`config.mk`:
```
export PLATFORM = sky130hd
export DESIGN_NAME = block_nesting_validator_flat
export DESIGN_NICKNAME = d
export VERILOG_FILES = /design/src/bnv_pkg.sv /design/src/bnv_rec_if.sv /design/src/bnv_rpt_if.sv /design/src/block_nesting_validator.sv /design/src/bnv_cell.sv /design/src/bnv_stack.sv /design/src/flat_wrapper.sv
export SDC_FILE = /design/constraint.sdc
export NUM_CORES = 1
export LEC_CHECK = 0
export BUFFER_PORTS_ARGS = -buffer_cell sky130_fd_sc_hd__buf_2
export CAP_MARGIN = 20
export CORE_MARGIN = 3
export CORE_UTILIZATION = 59
export DETAILED_ROUTE_END_ITERATION = 10
export GPL_TIMING_DRIVEN = 0
export PLACE_DENSITY_LB_ADDON = 0.25
export SLEW_MARGIN = 20
export SYNTH_ARGS = -nofsm -noshare
export SYNTH_HDL_FRONTEND = slang
export SYNTH_SLANG_ARGS = --single-unit
```
`constraint.sdc`:
```
create_clock -name clk -period 2.7 [get_ports clk]
set_clock_uncertainty 0.1 [all_clocks]
set_input_delay 0.27 -clock clk [delete_from_list [all_inputs] [get_ports clk]]
set_output_delay 0.27 -clock clk [all_outputs]
set_load 0.05 [all_outputs]
```
`src/bnv_pkg.sv`:
```
`default_nettype none

package bnv_pkg;

	// deepest block nesting the stack holds
	localparam int MAX_NESTING = 16;

	// opcodes that steer the block structure
	localparam logic [7:0] OP_NONE  = 8'd0;
	localparam logic [7:0] OP_IF    = 8'd4;
	localparam logic [7:0] OP_BEGIN = 8'd13;
	localparam logic [7:0] OP_ELSE  = 8'd14;
	localparam logic [7:0] OP_END   = 8'd15;
	localparam logic [7:0] OP_LAST  = 8'd28;

	// highest legal operand kind
	localparam logic [7:0] KIND_LAST = 8'd3;

	typedef enum logic [1:0] {
		BK_GENERIC = 2'd0,
		BK_IF_TRUE = 2'd1,
		BK_IF_ELSE = 2'd2
	} bnv_kind_t;

	typedef enum logic [2:0] {
		ERR_NONE      = 3'd0,
		ERR_BAD       = 3'd1,
		ERR_UNMATCHED = 3'd2,
		ERR_ELSE      = 3'd3,
		ERR_UNCLOSED  = 3'd4,
		ERR_OVERFLOW  = 3'd5
	} bnv_err_t;

	// command broadcast to every stack cell
	typedef struct packed {
		logic push;
		logic pop;
		logic clear;
	} bnv_stack_cmd_t;

	// status seen at the ends of the cell row
	typedef struct packed {
		bnv_kind_t top_kind;
		logic      nonempty;
		logic      full;
	} bnv_stack_sts_t;

endpackage

`default_nettype wire

```
`src/bnv_rec_if.sv`:
```
`default_nettype none

interface bnv_rec_if;
	logic       valid;
	logic       ready;
	logic       req_type;
	logic [7:0] opcode;
	logic [7:0] kind_code;

	modport source (output valid, req_type, opcode, kind_code, input ready);
	modport sink (input valid, req_type, opcode, kind_code, output ready);
endinterface

`default_nettype wire

```
`src/bnv_rpt_if.sv`:
```
`default_nettype none

interface bnv_rpt_if;
	logic       valid;
	logic       ready;
	logic       valid_res;
	logic [2:0] error_code;

	modport source (output valid, valid_res, error_code, input ready);
	modport sink (input valid, valid_res, error_code, output ready);
endinterface

`default_nettype wire

```
`src/block_nesting_validator.sv`:
```
`default_nettype none

// Block nesting validator.
// rec channel: one transaction per instruction record (req_type 0, opcode,
// kind_code) or per end-of-stream request (req_type 1).
// rpt channel: one transaction per end-of-stream request, carrying
// valid_res and error_code (first error seen, or unclosed blocks).
// Records give no report transaction.
// Throughput: one transaction per cycle on rec while no end-of-stream request
// waits; each record updates the block stack (a row of MAX_NESTING shift cells).
// The report appears on rpt in the cycle after its request is taken.
// A record is taken even while a report waits; an end-of-stream request
// waits only while the report register is full and rpt is stalled.
// The report clears the stack, the pending kind, the else flag and the
// error so the next stream starts fresh.
// Reset (arst_n low) empties the stack and the report register and clears
// all flags; no clearing pass is needed.
module block_nesting_validator
	import bnv_pkg::*;
(
	input  wire logic clk,
	input  wire logic arst_n,
	bnv_rec_if.sink   rec,
	bnv_rpt_if.source rpt
);

	bnv_kind_t      pend_q, pend_d;
	logic           else_q, else_d;
	bnv_err_t       err_q, err_d, code;
	bnv_stack_cmd_t cmd;
	bnv_stack_sts_t sts;
	logic           rpt_valid_q;
	logic           rpt_ok_q;
	bnv_err_t       rpt_code_q;
	logic           rec_fire, rpt_fire, active, bad;

	// records never block; a report request waits for a free output slot
	assign rec.ready = !rec.req_type || !rpt_valid_q || rpt.ready;
	assign rec_fire  = rec.valid && rec.ready && !rec.req_type;
	assign rpt_fire  = rec.valid && rec.ready && rec.req_type;
	assign active    = rec_fire && (err_q == ERR_NONE);
	assign bad       = (rec.opcode == OP_NONE) || (rec.opcode > OP_LAST) ||
	                   (rec.kind_code > KIND_LAST);

	// record decode and next state
	always_comb begin
		pend_d = pend_q;
		else_d = else_q;
		err_d  = err_q;
		cmd    = '0;
		if (rpt_fire) begin
			pend_d    = BK_GENERIC;
			else_d    = 1'b0;
			err_d     = ERR_NONE;
			cmd.clear = 1'b1;
		end else if (active) begin
			if (bad) begin
				err_d = ERR_BAD;
			end else begin
				case (rec.opcode)
					OP_IF: begin
						pend_d = BK_IF_TRUE;
						else_d = 1'b0;
					end
					OP_BEGIN: begin
						if (sts.full) begin
							err_d = ERR_OVERFLOW;
						end else begin
							cmd.push = 1'b1;
							pend_d   = BK_GENERIC;
							else_d   = 1'b0;
						end
					end
					OP_END: begin
						if (!sts.nonempty) begin
							err_d = ERR_UNMATCHED;
						end else begin
							cmd.pop = 1'b1;
							else_d  = (sts.top_kind == BK_IF_TRUE);
						end
					end
					OP_ELSE: begin
						if (!else_q) begin
							err_d = ERR_ELSE;
						end else begin
							pend_d = BK_IF_ELSE;
							else_d = 1'b0;
						end
					end
					default: begin
						pend_d = BK_GENERIC;
						else_d = 1'b0;
					end
				endcase
			end
		end
	end

	// control state
	always_ff @(posedge clk or negedge arst_n) begin
		if (!arst_n) begin
			pend_q <= BK_GENERIC;
			else_q <= 1'b0;
			err_q  <= ERR_NONE;
		end else begin
			pend_q <= pend_d;
			else_q <= else_d;
			err_q  <= err_d;
		end
	end

	bnv_stack u_stack (
		.clk       (clk),
		.arst_n    (arst_n),
		.cmd       (cmd),
		.push_kind (pend_q),
		.sts       (sts)
	);

	// final verdict of the stream
	assign code = (err_q != ERR_NONE) ? err_q :
	              (sts.nonempty ? ERR_UNCLOSED : ERR_NONE);

	// report output register
	always_ff @(posedge clk or negedge arst_n) begin
		if (!arst_n) begin
			rpt_valid_q <= 1'b0;
		end else if (rpt_fire) begin
			rpt_valid_q <= 1'b1;
		end else if (rpt.ready) begin
			rpt_valid_q <= 1'b0;
		end
	end

	always_ff @(posedge clk) begin
		if (rpt_fire) begin
			rpt_ok_q   <= (code == ERR_NONE);
			rpt_code_q <= code;
		end
	end

	assign rpt.valid      = rpt_valid_q;
	assign rpt.valid_res  = rpt_ok_q;
	assign rpt.error_code = rpt_code_q;

endmodule

`default_nettype wire

```
`src/bnv_cell.sv`:
```
`default_nettype none

module bnv_cell
	import bnv_pkg::*;
(
	input  wire logic           clk,
	input  wire logic           arst_n,
	input  wire bnv_stack_cmd_t cmd,
	input  wire bnv_kind_t      up_kind,
	input  wire logic           up_occ,
	input  wire bnv_kind_t      dn_kind,
	input  wire logic           dn_occ,
	output bnv_kind_t           kind,
	output logic                occ
);

	bnv_kind_t kind_q;
	logic      occ_q;

	// occupancy, a thermometer code of the stack depth
	always_ff @(posedge clk or negedge arst_n) begin
		if (!arst_n) begin
			occ_q <= 1'b0;
		end else if (cmd.clear) begin
			occ_q <= 1'b0;
		end else if (cmd.push) begin
			occ_q <= up_occ;
		end else if (cmd.pop) begin
			occ_q <= dn_occ;
		end
	end

	// block kind shifts with the occupancy
	always_ff @(posedge clk) begin
		if (cmd.push) begin
			kind_q <= up_kind;
		end else if (cmd.pop) begin
			kind_q <= dn_kind;
		end
	end

	assign kind = kind_q;
	assign occ  = occ_q;

endmodule

`default_nettype wire

```
`src/bnv_stack.sv`:
```
`default_nettype none

module bnv_stack
	import bnv_pkg::*;
(
	input  wire logic           clk,
	input  wire logic           arst_n,
	input  wire bnv_stack_cmd_t cmd,
	input  wire bnv_kind_t      push_kind,
	output bnv_stack_sts_t      sts
);

	bnv_kind_t cell_kind [MAX_NESTING];
	logic      cell_occ  [MAX_NESTING];

	// cell 0 is the top of stack; push shifts down the row, pop shifts up
	for (genvar i = 0; i < MAX_NESTING; i++) begin : g_cell
		bnv_kind_t up_kind;
		logic      up_occ;
		bnv_kind_t dn_kind;
		logic      dn_occ;

		if (i == 0) begin : g_top
			assign up_kind = push_kind;
			assign up_occ  = 1'b1;
		end else begin : g_mid
			assign up_kind = cell_kind[i-1];
			assign up_occ  = cell_occ[i-1];
		end

		if (i == MAX_NESTING - 1) begin : g_bot
			assign dn_kind = BK_GENERIC;
			assign dn_occ  = 1'b0;
		end else begin : g_inner
			assign dn_kind = cell_kind[i+1];
			assign dn_occ  = cell_occ[i+1];
		end

		bnv_cell u_cell (
			.clk     (clk),
			.arst_n  (arst_n),
			.cmd     (cmd),
			.up_kind (up_kind),
			.up_occ  (up_occ),
			.dn_kind (dn_kind),
			.dn_occ  (dn_occ),
			.kind    (cell_kind[i]),
			.occ     (cell_occ[i])
		);
	end

	assign sts.top_kind = cell_kind[0];
	assign sts.nonempty = cell_occ[0];
	assign sts.full     = cell_occ[MAX_NESTING-1];

endmodule

`default_nettype wire

```
`src/flat_wrapper.sv`:
```
// flat-port wrapper written by rule: the top's interface ports become plain ports
module block_nesting_validator_flat import bnv_pkg::*;
  (clk, arst_n, rec_valid, rec_req_type, rec_opcode, rec_kind_code, rec_ready, rpt_valid, rpt_valid_res, rpt_error_code, rpt_ready);
  bnv_rec_if rec_i ();
  bnv_rpt_if rpt_i ();
  input  wire logic clk;
  input  wire logic arst_n;
  input wire logic [$bits(rec_i.valid)-1:0] rec_valid;
  input wire logic [$bits(rec_i.req_type)-1:0] rec_req_type;
  input wire logic [$bits(rec_i.opcode)-1:0] rec_opcode;
  input wire logic [$bits(rec_i.kind_code)-1:0] rec_kind_code;
  output wire logic [$bits(rec_i.ready)-1:0] rec_ready;
  output wire logic [$bits(rpt_i.valid)-1:0] rpt_valid;
  output wire logic [$bits(rpt_i.valid_res)-1:0] rpt_valid_res;
  output wire logic [$bits(rpt_i.error_code)-1:0] rpt_error_code;
  input wire logic [$bits(rpt_i.ready)-1:0] rpt_ready;
  assign rec_i.valid = rec_valid;
  assign rec_i.req_type = rec_req_type;
  assign rec_i.opcode = rec_opcode;
  assign rec_i.kind_code = rec_kind_code;
  assign rec_ready = rec_i.ready;
  assign rpt_valid = rpt_i.valid;
  assign rpt_valid_res = rpt_i.valid_res;
  assign rpt_error_code = rpt_i.error_code;
  assign rpt_i.ready = rpt_ready;
  block_nesting_validator u_core (.clk(clk), .arst_n(arst_n), .rec(rec_i), .rpt(rpt_i));
endmodule
```
==> results of run 1 <==
==> cell usage in the layout (no fill, tap or decap), types with 9 or more instances in the layout <==
master	n
a21oi_1	32
dfrtp_1	23
nor2_1	11
edfxtp_1	36
mux2_4	28
buf_2	25
o22ai_1	13
clkbuf_8	10
clkbuf_1	9
nand2_1	9
==> worst max path at each step <==
stage                                 from                                 endpoint  depth (start not counted)
final                      u_core.err_q[2]  u_core.u_stack.g_cell[5].u_cell.kind[0]                          4
after global routing       u_core.err_q[1]  u_core.u_stack.g_cell[5].u_cell.kind[0]                          4
after CTS                  u_core.err_q[1]  u_core.u_stack.g_cell[3].u_cell.kind[1]                          4
after detailed placement  rec_kind_code[6]  u_core.u_stack.g_cell[6].u_cell.kind[1]                          5
after global placement       rec_opcode[5]  u_core.u_stack.g_cell[6].u_cell.kind[1]                          5
after floorplan           u_core.rpt.valid  u_core.u_stack.g_cell[0].u_cell.kind[0]                          8
==> registers in the layout, indices dropped and copies added (netlist names) <==
signal                             flops
u_core.else_q                          1
u_core.rpt.valid_res                   1
u_core.u_stack.g_cell.u_cell.kind     32
u_core.rpt.error_code                  3
u_core.err_q                           3
u_core.pend_q                          2
u_core.u_stack.g_cell.u_cell.occ      16
u_core.rpt.valid                       1
==> synth_stat cells (5+ instances only) <==
cell       n
o22ai_1   13
edfxtp_1  36
nor2_1    11
mux2_4    28
a21oi_1   32
clkbuf_1   8
dfrtp_1   23
o21ai_0    5
nand2_1    9
==> cell type report <==
cell class,instances,area (µm²),share of cell area (%)
buffer,16,134,3.91
clock buffer,11,141,4.13
clock inverter,5,100,2.92
inverter,3,11.3,0.329
multi-input combinational,145,1170,34.2
sequential,59,1660,48.4
tap,67,83.8,2.45
timing repair buffer,24,125,3.65
==> per-layer routing <==
metal	part of all wire, %	vias up	GRT usage, %
met5	0	-	0
met4	1.6	0	7.61
met3	4.9	9	7.04
met2	45	53	28.0
met1	49	910	28.9
li1	-	918	-
==> where the power goes <==
part	leakage (nW)	internal (mW)	switching, mW
Clock	0.123	0.635	0.346
Sequential	0.655	0.961	0.00689
Combinational	0.699	0.0326	0.0701
Total	1.48	1.63	0.423
==> cells by family (layout without fill, tap and decap cells) <==
kind of cell,count (synthesis),after routing,synth area share [%]
AO/OA/AOI/OAI,62,62,13.2
multiplexers,31,31,15.2
buffers and inverters,19,59,4.76
flip-flops,59,59,55.8
AND/OR/NAND/NOR,52,52,11.0
==> worst min-delay path, delay by kind of cell <==
kind | cells | cell delay [ns]
buffers and inverters | 1 | 0.11
AND/OR/NAND/NOR | 2 | 0.13
==> through the flow <==
step	std cells	util (%)	setup slack [ns]	hold slack, ns
6_report	330	71.6	0.259	0.109
5_1_grt	330	71.6	0.0916	0.135
4_1_cts	330	71.5	0.135	0.109
3_5_place_dp	313	66.2	0.128	0.171
3_3_place_gp	313	66.2	0.158	0.171
2_1_floorplan	223	-	0.216	-0.126
==> what timing repair did <==
| item | in CTS | in global routing |
|---|---|---|
| gates resized for setup | 0 | 1 |
| hold buffers | 1 | 0 |
| setup endpoints to repair | 0 | 40 |
| hold endpoints to repair | 23 | 0 |
| buffers inserted | 0 | 0 |
==> run metrics, run 1 <==
Area Growth Syn to Fin=15.3%; Clk Latency, worst-skew pair=~0.34 ns; Max stage delay on crit path=between 0.5 and 0.6 ns; DR WL/cell=16.2 µm; EDFF count, synth=36; buffers and inverters on the worst path=1; hpwl dp=approximately 3500 µm; syn avg cell area=13.3 µm²; Clock Sinks=59; Core Area=around 4800 µm²; Yosys top cell by area=edfxtp_1; Hold Path Depth=3; hold_sp=rec_valid; Hold EP=u_core.rpt.valid; crit path cell chain=nor3_1 > nand4_1 > a2111oi_4 > buf_6; DRT Pass-1 Iters=4; synth warn=0; all-layer global routing usage=20.1%; RSZ-0062 raised after global routing=no; Slew headroom=46.6%; H-tree levels=3; power per cell area=599 nW/µm²; Initial Utilization=62.1%; Final setup viols=0; WP data required=about 2.6 ns; final WL=5350 µm; post-synthesis net count=244; total number of vias=1,890; async set-reset flop share out of synthesis=39.0%; LEAKAGE=1.48 nW; PortBufs=23; initial DRC count=~140; Crit path max-delay family=simple AND/OR/NAND/NOR gates; chip height=77.0 µm; vias per cell=5.73; crit path launch type=register; Worst setup EP type=register; fmax=~410 MHz; fin. max-slew vios=0; worst r2r src=u_core.err_q[2]; synthesized instance count=223; Distinct cells, synth=47; Worst-Margin Slew=roughly 0.80 ns; # fillers=326; Max Buffers Root-to-Sink=2; largest net degree at the start of global routing=42; top-area cell type share of the netlist area=36.4%; Synth Register Bits=59; maxcap violations=0; final net count=279; Area contributors post-synth=edfxtp_1 36%, dfrtp_1 19%, mux2_4 14%, a21oi_1 5.4%, o22ai_1 2.7%; CTS Buf Count=9; Post-route DRC=0; Root Buffer=clkbuf_8; row count=25; Critical Path AT=between 2 and 2.5 ns; run status=finished clean; Worst VDD drop=0.515 mV; worst r2r dst=u_core.u_stack.g_cell[5].u_cell.kind[0]; Primary FF master, synth=edfxtp_1; dpl cell area=about 3200 µm²; register-to-register setup slack=0.26 ns; final instance area=3420 µm²; Worst Reg-to-Reg Cells=4; vias in the first global route=1,861; count of final hold-check violations=0; fin crit share=between 90% and 100%; ant diodes=0; setup TNS=0 ns; fraction of layout cells with a size suffix above 1=32.7%; number of routed nets with antenna violations=0; Final Critical Period=2.44 ns; post-synthesis sequential area ratio=between 50% and 60%; total power=just over 2 mW; HP Class=primary input to register; Crit Path Class=register to register; first-pass GRT wire length=9220 µm; mapped cell area=about 3000 µm²; Die ar.=5920 µm²; clk slew on worst S/H paths=0.06 ns; CTS tree=done; CP max-delay cell=a2111oi_4; maximum fanout along the worst path=41; initial antenna violation count=0; total grt overflow=0; die width=77.0 µm; I/O pin total=27; Final GP Congestion=~0.85
Note: power is estimated with default switching activity, not from simulation.
==> inputs of run 2 (changes only) <==
--- a/config.mk
+++ b/config.mk
@@ -8,7 +8,7 @@
 export BUFFER_PORTS_ARGS = -buffer_cell sky130_fd_sc_hd__buf_2
 export CAP_MARGIN = 20
 export CORE_MARGIN = 3
-export CORE_UTILIZATION = 59
+export CORE_UTILIZATION = 53
 export DETAILED_ROUTE_END_ITERATION = 10
 export GPL_TIMING_DRIVEN = 0
 export PLACE_DENSITY_LB_ADDON = 0.25
==> constraint.sdc (replaced) <==
create_clock -name clk -period 2.1 [get_ports clk]
set_clock_uncertainty 0.1 [all_clocks]
set_input_delay 0.21 -clock clk [delete_from_list [all_inputs] [get_ports clk]]
set_output_delay 0.21 -clock clk [all_outputs]
set_load 0.05 [all_outputs]
==> run metrics, run 2 (same netlist as run 1, synthesis figures left out) <==
row count=26 (was 25); Crit Path Class=register to register (unchanged); die width=80.9 µm (was 77.0 µm); fmax=485 MHz (was 410 MHz); Final setup viols=0 (unchanged); CTS tree=done (unchanged); power per cell area=699 nW/µm² (was 599 nW/µm²); Clk Latency, worst-skew pair=0.34 ns (about the same); # fillers=411 (was 326); register-to-register setup slack=0.04 ns (was 0.26 ns); total power=2.46 mW (was 2.05 mW); DR WL/cell=16.7 µm (was 16.2 µm); final net count=284 (was 279); Initial Utilization=56.4% (was 62.1%); Post-Place Cells=316 (was 313); CTS Buf Count=9 (unchanged); Layout Cells excl Fill=338 (was 330); Max Buffers Root-to-Sink=2 (unchanged); initial DRC count=115 (was 137); crit path launch type=register (unchanged); I/O pin total=27 (unchanged); PortBufs=23 (unchanged); Area Growth Syn to Fin=18.4% (was 15.3%); Worst VDD drop=0.499 mV (was 0.515 mV); largest net degree at the start of global routing=42 (unchanged); Worst setup EP type=register (unchanged); final WL=5640 µm (was 5350 µm); run status=finished clean (unchanged); fraction of layout cells with a size suffix above 1=38.8% (was 32.7%); switching power=0.552 mW (was 0.423 mW); Worst-Margin Slew=0.515 ns (was 0.795 ns); initial antenna violation count=0 (unchanged); vias per cell=5.78 (was 5.73); Die ar.=6540 µm² (was 5920 µm²); Final Critical Period=2.06 ns (was 2.44 ns); WP data required=2.08 ns (was 2.60 ns); fin crit share=98.2% (was 90.4%); hold_sp=rpt_ready (was rec_valid); Clock Sinks=59 (unchanged); most common cell after layout, fill and taps aside=edfxtp_1 (unchanged); Slew headroom=65.6% (was 46.6%); first-pass GRT wire length=9540 µm (was 9220 µm); Worst Reg-to-Reg Cells=6 (was 4); Hold Path Depth=3 (unchanged); worst r2r src=u_core.err_q[0] (was u_core.err_q[2]); Post-route DRC=0 (unchanged); Clk pwr share=42.6% (was 47.8%); ant diodes=0 (unchanged); Final Util=66.7% (was 71.6%); Worst Hold Margin=0.0912 ns (was 0.109 ns); HP Class=primary input to register (unchanged); LEAKAGE=1.50 nW (was 1.48 nW); all-layer global routing usage=19.5% (was 20.1%); total grt overflow=0 (unchanged); DRT Pass-1 Iters=4 (unchanged); most frequent cells in the layout=36 x edfxtp_1, 31 x a21oi_1, 28 x mux2_4 (was 36 x edfxtp_1, 32 x a21oi_1, 28 x mux2_4); maxcap violations=0 (unchanged); maximum fanout along the worst path=10 (was 41); hpwl dp=3680 µm (was 3530 µm); Logic pwr share=6.6% (was 5.0%); worst r2r dst=u_core.u_stack.g_cell[0].u_cell.kind[1] (was u_core.u_stack.g_cell[5].u_cell.kind[0]); sequential power share=50.8% (was 47.2%); Root Buffer=clkbuf_8 (unchanged); Final GP Congestion=0.839 (was 0.850); clk slew on worst S/H paths=0.07 ns (was 0.06 ns); vias in the first global route=1,936 (was 1,861); total number of vias=1,952 (was 1,890); chip height=80.9 µm (was 77.0 µm); number of routed nets with antenna violations=0 (unchanged); Core Area=5270 µm² (was 4790 µm²); count of final hold-check violations=0 (unchanged); Critical Path AT=2.04 ns (was 2.34 ns); switching share of power=22.5% (was 20.6%); max reg flops=32 (unchanged); Hold EP=u_core.rpt.valid (unchanged); P_int=1.90 mW (was 1.63 mW); fin. max-slew vios=0 (unchanged); H-tree levels=3 (unchanged)
-- run 2: power by group through the flow --
stage / combinational (mW) / sequential (mW) / clock, mW
3_5_place_dp: 0.136 / 1.27 / 0
2_1_floorplan: 0.0622 / 1.29 / 0
4_1_cts: 0.140 / 1.25 / 1.06
3_3_place_gp: 0.134 / 1.27 / 0
5_1_grt: 0.176 / 1.25 / 1.13
6_report: 0.162 / 1.25 / 1.05
-- run 2: layout make-up --
class | count | area (µm²) | share of cell area [%]
Buffer | 14 | 125 | 3.56
Clock buffer | 11 | 151 | 4.31
Clock inverter | 5 | 51.3 | 1.46
Inverter | 3 | 11.3 | 0.320
Multi-Input combinational cell | 145 | 1230 | 35.1
Sequential cell | 59 | 1660 | 47.2
Tap cell | 70 | 87.6 | 2.49
Timing Repair Buffer | 31 | 195 | 5.55
-- run 2: how the worst max path moves through the flow --
stage                     startpoint                                 endpoint  slack [ns]  depth (start not counted)
CTS                 u_core.rpt.valid  u_core.u_stack.g_cell[0].u_cell.kind[1]        0.03                          8
detailed placement   u_core.err_q[1]  u_core.u_stack.g_cell[6].u_cell.kind[1]       -0.32                          4
global route         u_core.err_q[1]  u_core.u_stack.g_cell[1].u_cell.kind[0]       -0.09                          6
global placement     u_core.err_q[1]  u_core.u_stack.g_cell[3].u_cell.kind[1]       -0.31                          4
finish               u_core.err_q[0]  u_core.u_stack.g_cell[0].u_cell.kind[1]        0.04                          6
floorplan           u_core.rpt.valid  u_core.u_stack.g_cell[0].u_cell.kind[0]       -0.08                          8
-- run 2: worst max-delay path, stage by stage (launching register included) --
cell      delay [ns]
dfrtp_2         0.45
nor3_4          0.23
nand4_1         0.18
nor2_4          0.22
nand2b_4        0.15
buf_12          0.18
mux2_4          0.29
-- run 2: timing repair --
item / in CTS / in global routing
pin swaps: 1 / 5
setup endpoints to repair: 73 / 66
buffers inserted: 2 / 4
gates cloned: 0 / 1
gates resized for setup: 6 / 8
hold buffers: 1 / 0
hold endpoints to repair: 23 / 0
-- run 2: routing by layer --
layer | track usage (%) | up-vias | wire length, µm
li1 | - | 931 | -
met1 | 27.5 | 972 | 2710
met2 | 28.3 | 47 | 2660
met3 | 4.77 | 2 | 248
met4 | 9.12 | 0 | 27
met5 | 0 | - | 0
-- run 2: per-stage QoR --
stage,cell area (µm²),TNS [ns],setup WS [ns]
2_1_floorplan,2990,-2.16,-0.0786
3_3_place_gp,3200,-18.45,-0.313
3_5_place_dp,3200,-19.93,-0.324
4_1_cts,3440,0,0.0267
5_1_grt,3520,-2.15,-0.0862
6_report,3520,0,0.0372
==> inputs of run 3 (changes only) <==
--- a/config.mk
+++ b/config.mk
@@ -8,10 +8,11 @@
 export BUFFER_PORTS_ARGS = -buffer_cell sky130_fd_sc_hd__buf_2
 export CAP_MARGIN = 20
 export CORE_MARGIN = 3
-export CORE_UTILIZATION = 53
+export CORE_UTILIZATION = 45
 export DETAILED_ROUTE_END_ITERATION = 10
 export GPL_TIMING_DRIVEN = 0
 export PLACE_DENSITY_LB_ADDON = 0.25
+export SETUP_SLACK_MARGIN = 0.15
 export SLEW_MARGIN = 20
 export SYNTH_ARGS = -nofsm -noshare
 export SYNTH_HDL_FRONTEND = slang
==> run metrics, run 3 (same netlist as run 1, synthesis figures left out) <==
total grt overflow=0 (unchanged); CTS tree=done (unchanged); crit path launch type=register (unchanged); buffers and inverters on the worst path=2 (was 1); power per cell area=619 nW/µm² (was 699 nW/µm²); maxcap violations=0 (unchanged); Worst Hold Margin=0.0859 ns (was 0.0912 ns); fin crit share=99.0% (was 98.2%); die width=87.2 µm (was 80.9 µm); DR WL met3=243 µm (was 248 µm); Layout Cells excl Fill=364 (was 338); total number of vias=2,041 (was 1,952); max reg flops=32 (unchanged); Area Growth Syn to Fin=31.7% (was 18.4%); DRT Pass-1 Iters=4 (unchanged); Most common cell on crit path=buf_12; HP Class=primary input to register (unchanged); fraction of layout cells with a size suffix above 1=48.8% (was 38.8%); sequential power share=51.5% (was 50.8%); switching share of power=24.1% (was 22.5%); Die ar.=7610 µm² (was 6540 µm²); RSZ-0062 raised after global routing=yes; most frequent cells in the layout=36 x edfxtp_1, 30 x mux2_4, 24 x buf_2 (was 36 x edfxtp_1, 31 x a21oi_1, 28 x mux2_4); Initial Utilization=48.2% (was 56.4%); Critical Path AT=2.08 ns (was 2.04 ns); Final GP Congestion=0.771 (was 0.839); Clk Latency, worst-skew pair=0.34 ns (about the same); Clk pwr share=41.9% (was 42.6%); initial antenna violation count=0 (unchanged); Crit path max-delay family=simple AND/OR/NAND/NOR gates (unchanged); Worst setup EP type=register (unchanged); fmax=481 MHz (was 485 MHz); WP data required=2.10 ns (was 2.08 ns); Core Area=6170 µm² (was 5270 µm²); top layer in use=met4 (unchanged); vias in the first global route=2,089 (was 1,936); CP max-delay cell=dfrtp_2 (unchanged); all-layer global routing usage=18.3% (was 19.5%); Max Buffers Root-to-Sink=2 (unchanged); met2 wire length=3140 µm (was 2660 µm); fin. max-slew vios=0 (unchanged); Logic pwr share=6.6% (about the same); final WL=6490 µm (was 5640 µm); clk slew on worst S/H paths=0.07 ns (about the same); # fillers=470 (was 411); maximum fanout along the worst path=10 (unchanged); ant diodes=0 (unchanged); Clock Sinks=59 (unchanged); Worst-Margin Slew=0.785 ns (was 0.515 ns); LEAKAGE=1.68 nW (was 1.50 nW); run status=finished clean (unchanged); Max stage delay on crit path=0.45 ns (about the same); Crit Path Class=register to register (unchanged); Final Critical Period=2.08 ns (was 2.06 ns); Met1 Routed Length=2990 µm (was 2710 µm); Post-route DRC=0 (unchanged); setup TNS=0 ns (unchanged); number of routed nets with antenna violations=0 (unchanged); P_int=1.84 mW (was 1.90 mW); count of final hold-check violations=0 (unchanged); Final setup viols=0 (unchanged); hpwl dp=3670 µm (was 3680 µm); H-tree levels=3 (unchanged); crit path cell chain=nor3_4 > nand4_1 > nor2_4 > nand2b_4 > buf_12 > buf_12 > mux2_4 (was nor3_4 > nand4_1 > nor2_4 > nand2b_4 > buf_12 > mux2_4); vias per cell=5.61 (was 5.78); PortBufs=23 (unchanged); Root Buffer=clkbuf_8 (unchanged); first-pass GRT wire length=10,500 µm (was 9540 µm); most common cell after layout, fill and taps aside=edfxtp_1 (unchanged); initial DRC count=77 (was 115); switching power=0.585 mW (was 0.552 mW); Post-Place Cells=321 (was 316); I/O pin total=27 (unchanged); Worst VDD drop=0.478 mV (was 0.499 mV); final net count=305 (was 284); DR WL/cell=17.8 µm (was 16.7 µm); largest net degree at the start of global routing=24 (was 42); chip height=87.2 µm (was 80.9 µm); CTS Buf Count=9 (unchanged); final worst setup slack=0.0200 ns (was 0.0372 ns); Slew headroom=47.7% (was 65.6%); pre-CTS worst setup slack=-0.248 ns (was -0.324 ns); row count=28 (was 26)
## run 3: per-layer routing
layer	GRT usage, %	vias to the layer above
li1	-	973
met3	5.58	11
met2	28.2	45
met1	24.5	1012
met5	0	-
met4	6.28	0
## run 3: stage by stage
step / cell area [µm²] / util [%] / power, mW
final: 3910 / 63.4 / 2.42
after global routing: 3910 / 63.4 / 2.50
after CTS: 3760 / 61.1 / 2.43
after detailed placement: 3210 / 52.1 / 1.41
after global placement: 3210 / 52.1 / 1.40
after floorplan: 3010 / - / 1.35
## run 3: path summary, 6_finish.rpt
path / from / to / slack [ns] / cells after the start
max: u_core.err_q[0] / u_core.u_stack.g_cell[3].u_cell.kind[1] / 0.02 / 7
min: rpt_ready / u_core.rpt.valid / 0.09 / 3
max reg2reg: u_core.err_q[0] / u_core.u_stack.g_cell[3].u_cell.kind[1] / 0.02 / 7
min reg2reg: u_core.rpt.valid / u_core.rpt.valid / 0.42 / 2
max in group asynchronous: arst_n / u_core.err_q[1] / 1.24 / 2
min in group asynchronous: arst_n / u_core.u_stack.g_cell[8].u_cell.occ / 0.27 / 2
## run 3: power by group through the flow
stage / clock [mW] / combinational [mW] / sequential, mW
after CTS: 1.03 / 0.147 / 1.25
after global routing: 1.08 / 0.175 / 1.25
after detailed placement: 0 / 0.137 / 1.27
after global placement: 0 / 0.133 / 1.27
after floorplan: 0 / 0.0624 / 1.29
final: 1.01 / 0.161 / 1.25
## run 3: area by class of cell
| class | count | area [µm²] | area share, % |
|---|---|---|---|
| buffer | 16 | 156 | 4.00 |
| clock buffer | 9 | 124 | 3.17 |
| clock inverter | 7 | 68.8 | 1.76 |
| inverter | 3 | 11.3 | 0.288 |
| multi-input combinational | 145 | 1300 | 33.3 |
| sequential | 59 | 1660 | 42.5 |
| tap | 75 | 93.8 | 2.40 |
| timing repair buffer | 50 | 494 | 12.6 |
## run 3: worst reg2reg max path, stage by stage (launching register included)
cell      delay [ns]
dfrtp_2         0.45
nor3_4          0.25
nand4_1         0.18
nor2_4          0.19
nand2b_4        0.07
buf_12          0.15
buf_12          0.15
mux2_4          0.30
## run 3: what timing repair did
item                                   CTS  global route
hold buffers                             1             0
pin swaps                                5             5
setup endpoints to repair               82            80
buffers inserted                        14             4
cloned                                   6             2
resized for setup                       31            18
endpoints found under the hold margin   23             0
